## src/sv/bdgs_pkg.sv

```systemverilog
// Package: shared types, constants and the sweep step table.
`default_nettype none
package bdgs_pkg;
    localparam int NUM_STEPS = 76;
    localparam int LEG_LEN   = 19;
    localparam logic [0:0] CFG_STEP_LENGTH      = 1'b0;
    localparam logic [0:0] CFG_CROSSFADE_LENGTH = 1'b1;

    // Delay in samples at 48 kHz and unsigned gain magnitude, indexed by angle.
    function automatic logic [9:0] leg_delay(input logic [4:0] idx);
        logic [9:0] d;
        begin
            case (idx)
                5'd0: d = 10'd0;    5'd1: d = 10'd2;    5'd2: d = 10'd4;
                5'd3: d = 10'd6;    5'd4: d = 10'd8;    5'd5: d = 10'd11;
                5'd6: d = 10'd13;   5'd7: d = 10'd15;   5'd8: d = 10'd17;
                5'd9: d = 10'd19;   5'd10: d = 10'd20;  5'd11: d = 10'd22;
                5'd12: d = 10'd24;  5'd13: d = 10'd26;  5'd14: d = 10'd27;
                5'd15: d = 10'd29;  5'd16: d = 10'd30;  5'd17: d = 10'd32;
                5'd18: d = 10'd33;
                default: d = 10'd0;
            endcase
            return d;
        end
    endfunction

    function automatic logic [16:0] leg_gain(input logic [4:0] idx);
        logic [16:0] g;
        begin
            case (idx)
                5'd0: g = 17'd66295;  5'd1: g = 17'd52827;  5'd2: g = 17'd42705;
                5'd3: g = 17'd35023;  5'd4: g = 17'd29139;  5'd5: g = 17'd24595;
                5'd6: g = 17'd21061;  5'd7: g = 17'd18296;  5'd8: g = 17'd16124;
                5'd9: g = 17'd14416;  5'd10: g = 17'd13076; 5'd11: g = 17'd12032;
                5'd12: g = 17'd11233; 5'd13: g = 17'd10638; 5'd14: g = 17'd10221;
                5'd15: g = 17'd9962;  5'd16: g = 17'd9851;  5'd17: g = 17'd9882;
                5'd18: g = 17'd10057;
                default: g = 17'd0;
            endcase
            return g;
        end
    endfunction

    typedef enum logic [6:0] {
        S_IDLE  = 7'b0000001,
        S_READ  = 7'b0000010,
        S_DIV   = 7'b0000100,
        S_MULN  = 7'b0001000,
        S_MULO  = 7'b0010000,
        S_MIX   = 7'b0100000,
        S_OUT   = 7'b1000000
    } t_state;
endpackage
`default_nettype wire

```

## src/sv/bdgs_if.sv

```systemverilog
// Interfaces: sample channels and the configuration write channel.
`default_nettype none
interface bdgs_in_if #(parameter int SAMPLE_BITS = 24);
    logic valid;
    logic ready;
    logic signed [SAMPLE_BITS-1:0] left_in;
    logic signed [SAMPLE_BITS-1:0] right_in;
    modport source (output valid, left_in, right_in, input ready);
    modport sink   (input valid, left_in, right_in, output ready);
endinterface

interface bdgs_out_if #(parameter int SAMPLE_BITS = 24);
    logic valid;
    logic ready;
    logic signed [SAMPLE_BITS-1:0] left_out;
    logic signed [SAMPLE_BITS-1:0] right_out;
    logic [6:0] step_number;
    modport source (output valid, left_out, right_out, step_number, input ready);
    modport sink   (input valid, left_out, right_out, step_number, output ready);
endinterface

interface bdgs_cfg_if;
    logic valid;
    logic ready;
    logic [7:0] index;
    logic [23:0] data;
    modport source (output valid, index, data, input ready);
    modport sink   (input valid, index, data, output ready);
endinterface
`default_nettype wire

```

## src/sv/bdgs_div.sv

```systemverilog
// Restoring divider: quotient of a 41-bit numerator by a 24-bit divisor, one bit a cycle.
`default_nettype none
module bdgs_div (
    input  wire logic        i_clk,
    input  wire logic        i_rst_n,
    input  wire logic        i_start,
    input  wire logic [40:0] i_num,
    input  wire logic [23:0] i_den,
    output logic             o_done,
    output logic [16:0]      o_quot
);
    logic [40:0] r_num;
    logic [24:0] r_rem;
    logic [23:0] r_den;
    logic [5:0]  r_cnt;
    logic        r_busy;
    logic [16:0] r_quot;
    logic [24:0] w_trial;
    logic [25:0] w_diff;

    assign w_trial = {r_rem[23:0], r_num[40]};
    assign w_diff  = {1'b0, w_trial} - {2'b0, r_den};

    always_ff @(posedge i_clk) begin
        if (!i_rst_n) begin
            r_busy <= 1'b0;
            o_done <= 1'b0;
            r_cnt  <= '0;
        end else begin
            if (i_start) begin
                o_done <= 1'b0;
                r_busy <= 1'b1;
                r_cnt  <= 6'd41;
                r_num  <= i_num;
                r_den  <= i_den;
                r_rem  <= '0;
                r_quot <= '0;
            end else if (r_busy) begin
                r_num <= {r_num[39:0], 1'b0};
                if (!w_diff[25]) begin
                    r_rem  <= w_diff[24:0];
                    r_quot <= {r_quot[15:0], 1'b1};
                end else begin
                    r_rem  <= w_trial;
                    r_quot <= {r_quot[15:0], 1'b0};
                end
                r_cnt  <= r_cnt - 6'd1;
                o_done <= (r_cnt == 6'd1);
                if (r_cnt == 6'd1) begin
                    r_busy <= 1'b0;
                end
            end else begin
                o_done <= 1'b0;
            end
        end
    end
    assign o_quot = r_quot;
endmodule
`default_nettype wire

```

## src/sv/binaural_delay_gain_sweep_top.sv

```systemverilog
// Top level: ring delay line, sweep sequencer and shared multiplier.
`default_nettype none
// One stereo beat is taken at a time. For each beat the sequencer reads the ring in S_READ,
// waits in S_DIV for the crossfade weight from a one-bit-a-cycle divider, uses one shared
// 18x35 multiplier four times (gain products for both settings, then both crossfade mixes)
// in S_MULN, S_MULO and S_MIX, and loads the result register in S_OUT. A new beat may be
// taken while a result waits; the sequencer only holds in its last state if the previous
// result has still not been taken.
// The ring is a memory with a registered read port, read twice per beat. Ring
// entries never written read as zero through a fill count; no clearing pass is needed.
module binaural_delay_gain_sweep_top
    import bdgs_pkg::*;
#(
    parameter int RING_DEPTH  = 64,
    parameter int SAMPLE_BITS = 24
) (
    input  wire logic i_clk,
    input  wire logic i_rst_n,
    bdgs_in_if.sink   s_in,
    bdgs_out_if.source m_out,
    bdgs_cfg_if.sink  s_cfg
);
    localparam int AW = $clog2(RING_DEPTH);
    localparam int SB = SAMPLE_BITS;
    localparam int PW = SB + 10;   // Q.8 side value width
    localparam int DW = PW + 1;
    localparam int MW = DW + 18;   // product width

    t_state r_state;
    logic [23:0] r_step_len, r_xf_len;
    logic signed [SB-1:0] r_ring [RING_DEPTH];
    logic [AW-1:0] r_wp;
    logic [AW:0]   r_fill;
    logic [6:0]  r_step;
    logic [23:0] r_sis;
    logic        r_load;
    logic [AW-1:0] r_nd, r_pd;
    logic signed [17:0] r_ng, r_pg;
    logic r_ns, r_ps;
    logic [23:0] r_fl, r_ft;
    logic signed [SB-1:0] r_mono, r_rd, r_dn, r_do;
    logic r_rsel;
    logic [1:0] r_rcnt;
    logic [16:0] r_w;
    logic signed [PW-1:0] r_nl, r_nr, r_ol, r_or;
    logic signed [SB-1:0] r_ml, r_mr;
    logic signed [SB-1:0] r_lo, r_ro;
    logic [6:0] r_onum;
    logic r_ovalid;
    logic r_half;

    logic signed [SB:0] w_sum;
    logic signed [SB-1:0] n_mono_w;
    assign w_sum   = {s_in.left_in[SB-1], s_in.left_in} + {s_in.right_in[SB-1], s_in.right_in};
    assign n_mono_w = w_sum[SB:1];

    // Ring write/read
    logic [AW-1:0] w_dsel;
    logic [AW-1:0] w_raddr;
    logic [AW:0] w_age;
    logic r_rzero;
    assign w_dsel  = r_rsel ? r_pd : r_nd;
    assign w_raddr = (r_wp >= w_dsel) ? r_wp - w_dsel : r_wp + AW'(RING_DEPTH) - w_dsel;
    assign w_age   = {1'b0, w_dsel};
    always_ff @(posedge i_clk) begin
        if (r_state == S_IDLE && s_in.valid && s_in.ready)
            r_ring[r_wp] <= n_mono_w;
        r_rd    <= r_ring[w_raddr];
        r_rzero <= (w_age >= r_fill);
    end

    // Step table lookup
    logic [6:0] w_k;
    logic [1:0] w_leg;
    logic [4:0] w_j, w_idx;
    logic [23:0] w_sl, w_ov;
    assign w_k   = (r_step < 7'(NUM_STEPS)) ? r_step : 7'd0;
    assign w_leg = (w_k >= 7'd57) ? 2'd3 : (w_k >= 7'd38) ? 2'd2 : (w_k >= 7'd19) ? 2'd1 : 2'd0;
    assign w_j   = 5'(w_k - 7'(w_leg) * 7'(LEG_LEN));
    assign w_idx = w_leg[0] ? 5'(LEG_LEN - 1) - w_j : w_j;
    assign w_sl  = (r_step_len == 24'd0) ? 24'd1 : r_step_len;
    always_comb begin
        w_ov = (r_xf_len == 24'd0) ? 24'd1 : r_xf_len;
        if (w_ov >= w_sl) w_ov = w_sl - 24'd1;
        if (w_ov == 24'd0) w_ov = 24'd1;
    end
    logic [9:0] w_tdel;
    assign w_tdel = leg_delay(w_idx);

    // Shared multiplier
    logic signed [17:0] w_ma;
    logic signed [DW-1:0] w_mb;
    logic signed [MW-1:0] w_prod;
    logic signed [MW-1:0] r_prod;
    logic [1:0] r_mcnt;
    logic signed [PW:0] w_diff_l, w_diff_r;
    always_comb begin
        w_diff_l = {r_nl[PW-1], r_nl} - {r_ol[PW-1], r_ol};
        w_diff_r = {r_nr[PW-1], r_nr} - {r_or[PW-1], r_or};
        w_ma = '0;
        w_mb = '0;
        case (r_state)
            S_MULN: begin w_ma = r_ng; w_mb = DW'(r_dn); end
            S_MULO: begin w_ma = r_pg; w_mb = DW'(r_do); end
            S_MIX:  begin
                w_ma = $signed({1'b0, r_w});
                w_mb = r_half ? DW'(w_diff_r) : DW'(w_diff_l);
            end
            default: ;
        endcase
    end
    assign w_prod = w_ma * w_mb;

    logic signed [MW-1:0] w_q8;
    assign w_q8 = (r_prod + MW'(32'sd128)) >>> 8;
    logic signed [PW-1:0] w_mono8;
    assign w_mono8 = PW'(r_mono) <<< 8;

    logic signed [MW-1:0] w_mix;
    logic signed [MW-1:0] w_rnd;
    logic signed [SB-1:0] w_sat;
    localparam logic signed [MW-1:0] HI = MW'((64'sd1 <<< (SB-1)) - 1);
    localparam logic signed [MW-1:0] LO = -HI - MW'(1);
    always_comb begin
        w_mix = (MW'(r_half ? r_or : r_ol) <<< 16) + r_prod;
        w_rnd = (w_mix + MW'(32'sd8388608)) >>> 24;
        if (w_rnd > HI) w_sat = SB'(HI);
        else if (w_rnd < LO) w_sat = SB'(LO);
        else w_sat = SB'(w_rnd);
    end

    // Divider for the crossfade weight
    logic r_dstart, w_ddone;
    logic [16:0] w_dq;
    logic [23:0] r_m;
    bdgs_div u_div (
        .i_clk(i_clk), .i_rst_n(i_rst_n), .i_start(r_dstart),
        .i_num({r_m, 17'd0} >> 1), .i_den(r_ft), .o_done(w_ddone), .o_quot(w_dq)
    );

    assign s_in.ready  = (r_state == S_IDLE);
    assign s_cfg.ready = 1'b1;
    assign m_out.valid = r_ovalid;
    assign m_out.left_out  = r_lo;
    assign m_out.right_out = r_ro;
    assign m_out.step_number = r_onum;

    always_ff @(posedge i_clk) begin
        if (!i_rst_n) begin
            r_state <= S_IDLE;
            r_step_len <= 24'd96000;
            r_xf_len <= 24'd4800;
            r_wp <= '0; r_fill <= '0; r_step <= '0; r_sis <= '0; r_load <= 1'b1;
            r_nd <= '0; r_pd <= '0; r_ng <= 18'sd65536; r_pg <= 18'sd65536;
            r_ns <= 1'b0; r_ps <= 1'b0; r_fl <= '0; r_ft <= '0;
            r_ovalid <= 1'b0; r_dstart <= 1'b0;
        end else begin
            if (s_cfg.valid) begin
                if (s_cfg.index == 8'(CFG_STEP_LENGTH)) r_step_len <= s_cfg.data;
                else if (s_cfg.index == 8'(CFG_CROSSFADE_LENGTH)) r_xf_len <= s_cfg.data;
            end
            // The result register loads in the last state, once the previous beat has gone.
            r_ovalid <= (r_state == S_OUT) ? 1'b1 : (r_ovalid && !m_out.ready);
            case (r_state)
                S_IDLE: if (s_in.valid && s_in.ready) begin
                    logic [23:0] v_fl, v_ft;
                    v_fl = r_fl; v_ft = r_ft;
                    r_mono <= n_mono_w;
                    if (r_load) begin
                        r_pd <= r_nd; r_pg <= r_ng; r_ps <= r_ns;
                        r_nd <= AW'(w_tdel);
                        r_ng <= w_leg[0] ? -$signed({1'b0, leg_gain(w_idx)})
                                         :  $signed({1'b0, leg_gain(w_idx)});
                        r_ns <= w_leg[1];
                        v_fl = w_ov; v_ft = w_ov;
                        r_load <= 1'b0;
                    end
                    r_ft <= v_ft;
                    if (v_fl != 24'd0) begin
                        r_m <= v_ft - v_fl + 24'd1;
                        r_fl <= v_fl - 24'd1;
                    end else begin
                        r_m <= v_ft;
                        r_fl <= v_fl;
                    end
                    if (r_fill != (AW+1)'(RING_DEPTH)) r_fill <= r_fill + 1'b1;
                    r_rsel <= 1'b0; r_rcnt <= '0;
                    r_state <= S_READ;
                end
                S_READ: begin
                    // Read-after-write: the current beat sits at the write pointer.
                    r_rcnt <= r_rcnt + 2'd1;
                    r_rsel <= 1'b1;
                    if (r_rcnt == 2'd1) r_dn <= r_rzero ? '0 : r_rd;
                    if (r_rcnt == 2'd2) begin
                        r_do <= r_rzero ? '0 : r_rd;
                        r_dstart <= 1'b1;
                        r_state <= S_DIV;
                    end
                end
                S_DIV: begin
                    r_dstart <= 1'b0;
                    if (w_ddone) begin
                        r_w <= (r_ft == 24'd0 || r_m >= r_ft) ? 17'd65536 : w_dq;
                        r_mcnt <= '0;
                        r_state <= S_MULN;
                    end
                end
                S_MULN: begin
                    if (r_mcnt == 2'd0) begin
                        r_prod <= w_prod;
                        r_mcnt <= r_mcnt + 2'd1;
                    end else begin
                        r_nl <= r_ns ? w_mono8 : PW'(w_q8);
                        r_nr <= r_ns ? PW'(w_q8) : w_mono8;
                        r_mcnt <= '0;
                        r_state <= S_MULO;
                    end
                end
                S_MULO: begin
                    if (r_mcnt == 2'd0) begin
                        r_prod <= w_prod;
                        r_mcnt <= r_mcnt + 2'd1;
                    end else begin
                        r_ol <= r_ps ? w_mono8 : PW'(w_q8);
                        r_or <= r_ps ? PW'(w_q8) : w_mono8;
                        r_mcnt <= '0; r_half <= 1'b0;
                        r_state <= S_MIX;
                    end
                end
                S_MIX: begin
                    r_mcnt <= r_mcnt + 2'd1;
                    if (r_mcnt[0] == 1'b0) r_prod <= w_prod;
                    else begin
                        if (!r_half) r_ml <= w_sat;
                        else r_mr <= w_sat;
                        r_half <= 1'b1;
                        if (r_half) r_state <= S_OUT;
                    end
                end
                S_OUT: if (!r_ovalid || m_out.ready) begin
                    r_lo <= r_ml;
                    r_ro <= r_mr;
                    r_onum <= r_step;
                    r_wp <= (r_wp == AW'(RING_DEPTH - 1)) ? '0 : r_wp + AW'(1);
                    if (r_sis + 24'd1 >= w_sl) begin
                        r_sis <= '0;
                        r_step <= (r_step >= 7'(NUM_STEPS - 1)) ? 7'd0 : r_step + 7'd1;
                        r_load <= 1'b1;
                    end else r_sis <= r_sis + 24'd1;
                    r_state <= S_IDLE;
                end
                default: r_state <= S_IDLE;
            endcase
        end
    end

    a_busy_no_ready: assert property (@(posedge i_clk) disable iff (!i_rst_n)
        r_state != S_IDLE |-> !s_in.ready) else $error("ready while busy");
    a_out_after: assert property (@(posedge i_clk) disable iff (!i_rst_n)
        r_state == S_OUT |=> r_ovalid) else $error("result missing");
    a_step_range: assert property (@(posedge i_clk) disable iff (!i_rst_n)
        r_step < 7'(NUM_STEPS)) else $error("step out of range");
    a_fade: assert property (@(posedge i_clk) disable iff (!i_rst_n)
        r_fl <= r_ft) else $error("fade count above total");
endmodule
`default_nettype wire

```

## src/flat_wrapper.sv

```systemverilog
// flat-port wrapper written by rule: the top's interface ports become plain ports
module binaural_delay_gain_sweep_top_flat import bdgs_pkg::*;
#(
    parameter int RING_DEPTH  = 64,
    parameter int SAMPLE_BITS = 24
)
  (i_clk, i_rst_n, s_in_valid, s_in_left_in, s_in_right_in, s_in_ready, m_out_valid, m_out_left_out, m_out_right_out, m_out_step_number, m_out_ready, s_cfg_valid, s_cfg_index, s_cfg_data, s_cfg_ready);
  bdgs_in_if #(.SAMPLE_BITS(SAMPLE_BITS)) s_in_i ();
  bdgs_out_if #(.SAMPLE_BITS(SAMPLE_BITS)) m_out_i ();
  bdgs_cfg_if s_cfg_i ();
  input  wire logic i_clk;
  input  wire logic i_rst_n;
  input wire logic [$bits(s_in_i.valid)-1:0] s_in_valid;
  input wire logic [$bits(s_in_i.left_in)-1:0] s_in_left_in;
  input wire logic [$bits(s_in_i.right_in)-1:0] s_in_right_in;
  output wire logic [$bits(s_in_i.ready)-1:0] s_in_ready;
  output wire logic [$bits(m_out_i.valid)-1:0] m_out_valid;
  output wire logic [$bits(m_out_i.left_out)-1:0] m_out_left_out;
  output wire logic [$bits(m_out_i.right_out)-1:0] m_out_right_out;
  output wire logic [$bits(m_out_i.step_number)-1:0] m_out_step_number;
  input wire logic [$bits(m_out_i.ready)-1:0] m_out_ready;
  input wire logic [$bits(s_cfg_i.valid)-1:0] s_cfg_valid;
  input wire logic [$bits(s_cfg_i.index)-1:0] s_cfg_index;
  input wire logic [$bits(s_cfg_i.data)-1:0] s_cfg_data;
  output wire logic [$bits(s_cfg_i.ready)-1:0] s_cfg_ready;
  assign s_in_i.valid = s_in_valid;
  assign s_in_i.left_in = s_in_left_in;
  assign s_in_i.right_in = s_in_right_in;
  assign s_in_ready = s_in_i.ready;
  assign m_out_valid = m_out_i.valid;
  assign m_out_left_out = m_out_i.left_out;
  assign m_out_right_out = m_out_i.right_out;
  assign m_out_step_number = m_out_i.step_number;
  assign m_out_i.ready = m_out_ready;
  assign s_cfg_i.valid = s_cfg_valid;
  assign s_cfg_i.index = s_cfg_index;
  assign s_cfg_i.data = s_cfg_data;
  assign s_cfg_ready = s_cfg_i.ready;
  binaural_delay_gain_sweep_top #(.RING_DEPTH(RING_DEPTH), .SAMPLE_BITS(SAMPLE_BITS)) u_core (.i_clk(i_clk), .i_rst_n(i_rst_n), .s_in(s_in_i), .m_out(m_out_i), .s_cfg(s_cfg_i));
endmodule
```

## config.mk

```make
export PLATFORM = sky130hd
export DESIGN_NAME = binaural_delay_gain_sweep_top_flat
export DESIGN_NICKNAME = d
export VERILOG_FILES = /design/src/sv/bdgs_pkg.sv /design/src/sv/bdgs_if.sv /design/src/sv/bdgs_div.sv /design/src/sv/binaural_delay_gain_sweep_top.sv /design/src/flat_wrapper.sv
export SDC_FILE = /design/constraint.sdc
export NUM_CORES = 2
export LEC_CHECK = 0
export BUFFER_PORTS_ARGS = -buffer_cell sky130_fd_sc_hd__buf_2
export CAP_MARGIN = 20
export CORE_MARGIN = 10
export CORE_UTILIZATION = 60
export CTS_CLUSTER_DIAMETER = 80
export DETAILED_ROUTE_END_ITERATION = 7
export PLACE_DENSITY = 0.76
export SYNTH_ARGS = -nofsm -noshare
export SYNTH_HDL_FRONTEND = slang
export SYNTH_SLANG_ARGS = --single-unit
```

## constraint.sdc

```tcl
create_clock -name i_clk -period 12.1 [get_ports i_clk]
set_clock_uncertainty 0.2 [all_clocks]
set_input_delay 2.42 -clock i_clk [delete_from_list [all_inputs] [get_ports i_clk]]
set_output_delay 2.42 -clock i_clk [all_outputs]
set_load 0.01 [all_outputs]
```

== Yosys cells after proc, flatten, opt, wreduce, memory -nomap -nowiden ==
Memories as Yosys holds them, arrays and structs flattened. A register that Yosys moved wholly into a read port is not among the register bits.
Cells that the tools add are included.

* Add/subtract/negate cells: 22
* Multipliers: 2
* Magnitude comparators: 11
* Equal/unequal tests: 24
* Multiplexer cells: 80
* Bitwise gates (word level): 5
* Reductions and logical operators: 50

{| class="wikitable"
|+ Operators with widths
! operator !! count
|-
| two-way mux 24 bit || 20
|-
| two-way mux 34 bit || 4
|-
| two-way mux 53 bit || 2
|-
| one-hot mux 53 bit (2 select lines) || 1
|-
| one-hot mux 35 bit (3 select lines) || 1
|-
| zero test 24 bit || 4
|-
| two-way mux 17 bit || 5
|-
| >= comparator 24 bit || 3
|-
| two-way mux 7 bit || 10
|-
| subtractor 34 x 34 -> 35 bit || 2
|-
| one-hot mux 18 bit (3 select lines) || 1
|-
| adder 53 x 25 -> 53 bit (second input constant) || 1
|-
| adder 53 bit || 1
|-
| multiplier 18 x 35 -> 53 bit || 1
|-
| one-hot mux 7 bit (7 select lines) || 1
|-
| adder 24 x 1 -> 24 bit (second input constant) || 2
|-
| subtractor 24 x 1 -> 24 bit (second input constant) || 2
|-
| adder 42 x 9 -> 42 bit (second input constant) || 1
|-
| two-way mux 41 bit || 1
|-
| two-way mux 40 bit || 1
|-
| AND reduction 3 bit || 13
|-
| two-way mux 37 bit || 1
|-
| two-way mux 35 bit || 1
|-
| greater-than comparator 29 x 24 -> 1 bit (second input constant) || 1
|-
| 55 further kinds || 114
|}

* Register bits after elaboration: 719
* RAM bits: 1536
* Bits in read-only memories: 1280
* Bits of input ports: 85
* Logic and storage cells: 248
* Memories kept: 4

{| class="wikitable"
|+ Memories
! name !! depth !! width !! rd ports !! clocked after memory_dff !! write ports !! line !! text
|-
| u_core.r_ring || 64 || 24 || 1 || 1 || 1 || binaural_delay_gain_sweep_top.sv:31 || <nowiki>logic signed [SB-1:0] r_ring [RING_DEPTH];</nowiki>
|-
| (no name shown) || 32 || 17 || 1 || 0 || 0 || bdgs_pkg.sv:30 || <nowiki>case (idx)</nowiki>
|-
| (no name shown) || 32 || 17 || 1 || 0 || 0 || bdgs_pkg.sv:30 ||
|-
| (no name shown) || 32 || 6 || 1 || 1 || 0 || bdgs_pkg.sv:13 || <nowiki>case (idx)</nowiki>
|}

== Logic depth before layout (Yosys ltp) ==
An unclocked memory read counts as a cell.

* Word-level depth: 17
* Depth in mapped cells: 44
* Mapped depth without buffers: 43

== Modules after synthesis ==
From an unflattened synthesis, not the netlist that was laid out.

* Cell total of the unflattened synthesis: 9065
* Area, all modules: 122754.0 sq um

{| class="wikitable"
|+ Modules (own cells, without submodules)
! module !! times used !! cells an instance !! area an instance (sq um)
|-
| binaural_delay_gain_sweep_top || 1 || 8598 || 116938.4
|-
| bdgs_div || 1 || 467 || 5815.6
|}

== Worst setup path before layout ==
OpenSTA, ideal clock, no wires.

* Kind: reg2reg
* Start point: register u_core.r_nl[0]
* End point: register u_core.r_prod[51], data pin
* Setup time: 258 ps
* Arrival time: 9220 ps
* Required time: 11642 ps
* Setup slack: 2422 ps
* Stages on the path, launching flop included: 41
* Path buffers: 0
* Clock period less this slack: 9678 ps
* Cell sequence: edfxtp_1 -> inv_1 -> ha_1 -> inv_1 -> fa_1 -> a21o_1 -> a21o_1 -> a2111oi_2 -> o311ai_1 -> a221o_1 -> a21o_1 -> a32oi_1 -> a21oi_1 -> o41ai_2 -> o21ai_0 -> a2111oi_0 -> nor3_1 -> or2_2 -> (+5 left out) -> inv_1 -> fa_1 -> fa_1 -> inv_1 -> fa_1 -> inv_1 -> ha_1 -> a21oi_1 -> nor2b_1 -> nor2_1 -> nor2_1 -> a21oi_1 -> o31ai_1 -> a21o_1 -> o211ai_1 -> nand2b_1 -> a21oi_1 -> xnor2_1

* Longest elaborated chain between the ends: 6

{| class="wikitable"
|+ RTL lines
! item !! line !! text
|-
| start: declaration || binaural_delay_gain_sweep_top.sv:45 || <nowiki>logic signed [PW-1:0] r_nl, r_nr, r_ol, r_or;</nowiki>
|-
| start signal: assignment || binaural_delay_gain_sweep_top.sv:214 || <nowiki>r_nl <= r_ns ? w_mono8 : PW'(w_q8);</nowiki>
|-
| subtractor 34 x 34 -> 35 bit * || binaural_delay_gain_sweep_top.sv:98 || <nowiki>w_diff_l = {r_nl[PW-1], r_nl} - {r_ol[PW-1], r_ol};</nowiki>
|-
| two-way mux 35 bit * || binaural_delay_gain_sweep_top.sv:107 || <nowiki>w_mb = r_half ? DW'(w_diff_r) : DW'(w_diff_l);</nowiki>
|-
| one-hot mux 35 bit (3 select lines) * || binaural_delay_gain_sweep_top.sv:102 || <nowiki>case (r_state)</nowiki>
|-
| multiplier 18 x 35 -> 53 bit * || binaural_delay_gain_sweep_top.sv:112 || <nowiki>assign w_prod = w_ma * w_mb;</nowiki>
|-
| via u_core.w_prod[51] || binaural_delay_gain_sweep_top.sv:93 || <nowiki>logic signed [MW-1:0] w_prod;</nowiki>
|-
| two-way mux 53 bit (on tied branches) || binaural_delay_gain_sweep_top.sv:233, binaural_delay_gain_sweep_top.sv:210, binaural_delay_gain_sweep_top.sv:221 ||
|-
| one-hot mux 53 bit (2 select lines) * || binaural_delay_gain_sweep_top.sv:164 || <nowiki>case (r_state)</nowiki>
|-
| end signal: assignment || binaural_delay_gain_sweep_top.sv:211 || <nowiki>r_prod <= w_prod;</nowiki>
|-
| end signal: assignment || binaural_delay_gain_sweep_top.sv:222 || <nowiki>r_prod <= w_prod;</nowiki>
|-
| end signal: assignment || binaural_delay_gain_sweep_top.sv:233 || <nowiki>if (r_mcnt[0] == 1'b0) r_prod <= w_prod;</nowiki>
|-
| end: declaration || binaural_delay_gain_sweep_top.sv:94 || <nowiki>logic signed [MW-1:0] r_prod;</nowiki>
|}

Mark *: on every way through the listed nets, which the timed path passes. The rest lies on a longest branch. The select of a mux whose other input is x is not followed.
A chain may end at the register's enable or synchronous reset.

== Final worst setup path ==
Same ends and word-level chain as after synthesis.

==> out/metrics.cfg <==
[logic_synthesis]
yosys_most_used_dff=edfxtp_1
async_reset_ff_frac=0
synth_warnings=0
avgSynthCellArea_um2=13.50
synthesis.nets=10170
ys_ff_latch=2263
ys_seq_area_frac=0.5394
synth_cells=9013
synth_edf_count=2030
netlist_area_um2=121700
ys_types=102

[worst_setup_path]
critPathRequiredTime_ps=12490
cp-start-kind=flip-flop
path_max_fanout=26
crit_type=flip-flop to flip-flop
critPathArrivalTime_ps=11660
critPathMaxStageDelay_ps=670
cp-end-kind=flip-flop
cpMaxStageDelayCell=a2111oi_0

[clock_tree]
cts_tree=done
cts_sinks=2263
htree_levels=4
clk_latency_ps=910
ctsResizeCount=0
clk_pin_slew_ps=60
cts_hold_buf=0
cts_made_buffers=219
cts_setup_buffers=0
cts_root_buf=clkbuf_16
clock_path_buffers=3

[grt]
grt_max_degree=120
grt_pass1_vias=79070
grt_pass1_wl_um=500400
antenna_found_initial=5
grt-ovfl-total=0
grt_use_total=0.2984

[sta]
hold_viol=0
finalCritPeriodShare=0.9308
setup_viol=0
fmax_ghz=0.08878
hold-worst-slack_ps=216.2
max_slew_margin=0.1850
fin_tns_setup_ps=0
setup_ws_ps=836.7
worst_pin_slew_ps=1210
drv_slew=0
grt_setup_unrepaired=no
fin_crit_ps=11260

[floorplan]
dieWidth_um=470.3
num_rows=165
die_h_um=470.3
top_level_ports=143
start_util=0.6026
die-area_um2=221200
core_um2=201900

[route]
drt-initial-drc-count=8623
dr.pass1.iters=8
vias_per_cell=6.388
wl_per_cell_um=27.72
wl_um=333100
drc=0
drtAntennaViolNets=0
via_count=76760

[placed_design]
place_congestion=0.9416
dp.cells=11600
portBuffers=141
dp_slack_ps=927.8
dp_hpwl_um=216600

[status]
status=completed

[power]
p_leak_nw=50.06
peakVddDrop_v=0.0001790
pwr_density_cell_nw_per_um2=139.1

[cells_and_area]
final_cells=12020
fillCellCount=13880
finalNetCount=10310
final_layout_size_suffix_gt1_frac=0.1482
syn_to_final_growth_pct=9.522

[job]
maxCapViolCount=0

[min_path]
holdCritPathClass=flip-flop to flip-flop

where the power goes:
part / switching (mW) / internal [mW] / leakage (nW)
registers: 0.111 / 8.92 / 20.0
clock network: 3.04 / 3.69 / 3.41
logic: 1.77 / 1.00 / 26.6
logic make-up after synthesis:
group,synth area share
flops,0.5394
simple gates,0.08189
buf+inv,0.04175
compound gates,0.06377
fa+ha+maj,0.1472
mux,0.1018
xor+xnor,0.02420
other cells,0.00003082
worst max-delay path, delay by kind of cell (launching register included):
family | cells | cell delay (ps)
AOI/OAI and AO/OA | 17 | 4760
xor gates and xnor gates | 1 | 80
and+or+nand+nor | 6 | 800
DFF | 1 | 360
adders and majority gates | 9 | 3990
buffers and inverters | 8 | 710
flip-flops by register name, indices dropped and copies added, names as in the netlist, 25 cells and up:
register and count:
u_core.r_ring 1536, u_core.r_prod 46, u_core.r_nl 34, u_core.r_nr 34
u_core.r_ol 34, u_core.r_or 34, u_core.u_div.r_num 25
worst paths after layout:
check / slack [ps] / to / depth (start not counted) / startpoint
worst max-delay path: 840 / u_core.r_prod[51] / 41 / u_core.r_nl[0]
worst min-delay path: 220 / u_core.m_out.right_out[1] / 0 / u_core.r_mr[1]
worst max register to register: 840 / u_core.r_prod[51] / 41 / u_core.r_nl[0]
worst min register to register: 220 / u_core.m_out.right_out[1] / 0 / u_core.r_mr[1]
through the flow:
step / utilization / area [um2] / power, mW
final: 0.6600 / 133300 / 18.53
after global routing: 0.6600 / 133300 / 19.00
after CTS: 0.6598 / 133200 / 18.56
after detailed placement: 0.6249 / 126200 / 11.87
after global placement: 0.6249 / 126200 / 11.78
after floorplan: - / 121700 / 10.84
cells in the mapped netlist (all sizes together) (19+ instances only):
library cell	instances	area, um2
a211oi	64	498.0
a21o	100	750.7
a21oi	357	1787
a22oi	34	255.2
a31oi	34	219.0
and2	82	515.5
and3	60	375.4
buf	71	312.8
clkbuf	348	1306
dfxtp	233	4664
edfxtp	2030	60960
fa	607	12150
ha	460	5756
inv	921	3457
mux2	78	878.3
mux2i	70	700.7
mux4	480	10810
nand2	800	3005
nand2b	81	506.7
nand3	96	480.5
nand4	44	281.5
nor2	665	2496
nor2b	141	882.1
nor3	84	420.4
nor4	33	212.7
o2111ai	19	166.4
o211ai	31	232.7
o21a	62	465.5
o21ai	264	1321
o21bai	20	153.9
o31ai	32	259.0
or2	21	131.4
or3	33	206.5
xnor2	218	1928
xor2	108	945.9
cell usage in the layout, fill, tap and decap left out, types with 19 or more instances in the layout:
master,synthesis,final
clkbuf_1,348,60
nor2_1,665,593
nand4_1,43,43
nand2b_1,81,81
clkinv_1,1,38
a21o_1,100,100
nor2b_1,141,140
buf_4,4,191
or3_1,33,33
fa_1,607,606
mux2_2,78,78
buf_2,7,142
and2_1,77,76
a21oi_1,357,354
nand2_1,799,797
clkbuf_16,0,220
clkinv_2,0,41
or2_2,20,20
a211oi_1,62,62
nor2_2,0,66
xor2_1,108,103
nor3_1,84,83
xnor2_1,217,202
nor4_1,32,32
o21bai_1,19,19
a31oi_1,33,33
o21ai_0,246,246
inv_1,918,916
nand3_1,96,96
mux4_2,480,480
dfxtp_1,233,229
o2111ai_1,19,19
o31ai_1,30,29
ha_1,460,459
o21a_1,62,62
a22oi_1,34,34
mux2i_1,70,70
o211ai_1,31,31
and3_1,60,59
edfxtp_1,2030,2030
final cells by class:
cell class	count	area (um2)	share of cell area
clock inverter	121	1227	0.009211
antenna	2	5.005	0.00003756
timing repair buffer	340	2285	0.01715
tap	2672	3343	0.02509
clock buffer	286	5813	0.04362
inverter	922	3463	0.02599
multi-input combinational	5409	51490	0.3864
sequential	2263	65630	0.4925
routing by layer:
metal | wire [um] | track usage | vias to the layer above
met5 | 12 | 0 | -
met4 | 20570 | 0.1604 | 2
met3 | 28700 | 0.04572 | 901
met2 | 163700 | 0.4998 | 4434
met1 | 120100 | 0.3763 | 38750
li1 | - | - | 32670
Power figures use the tool's default switching activity.
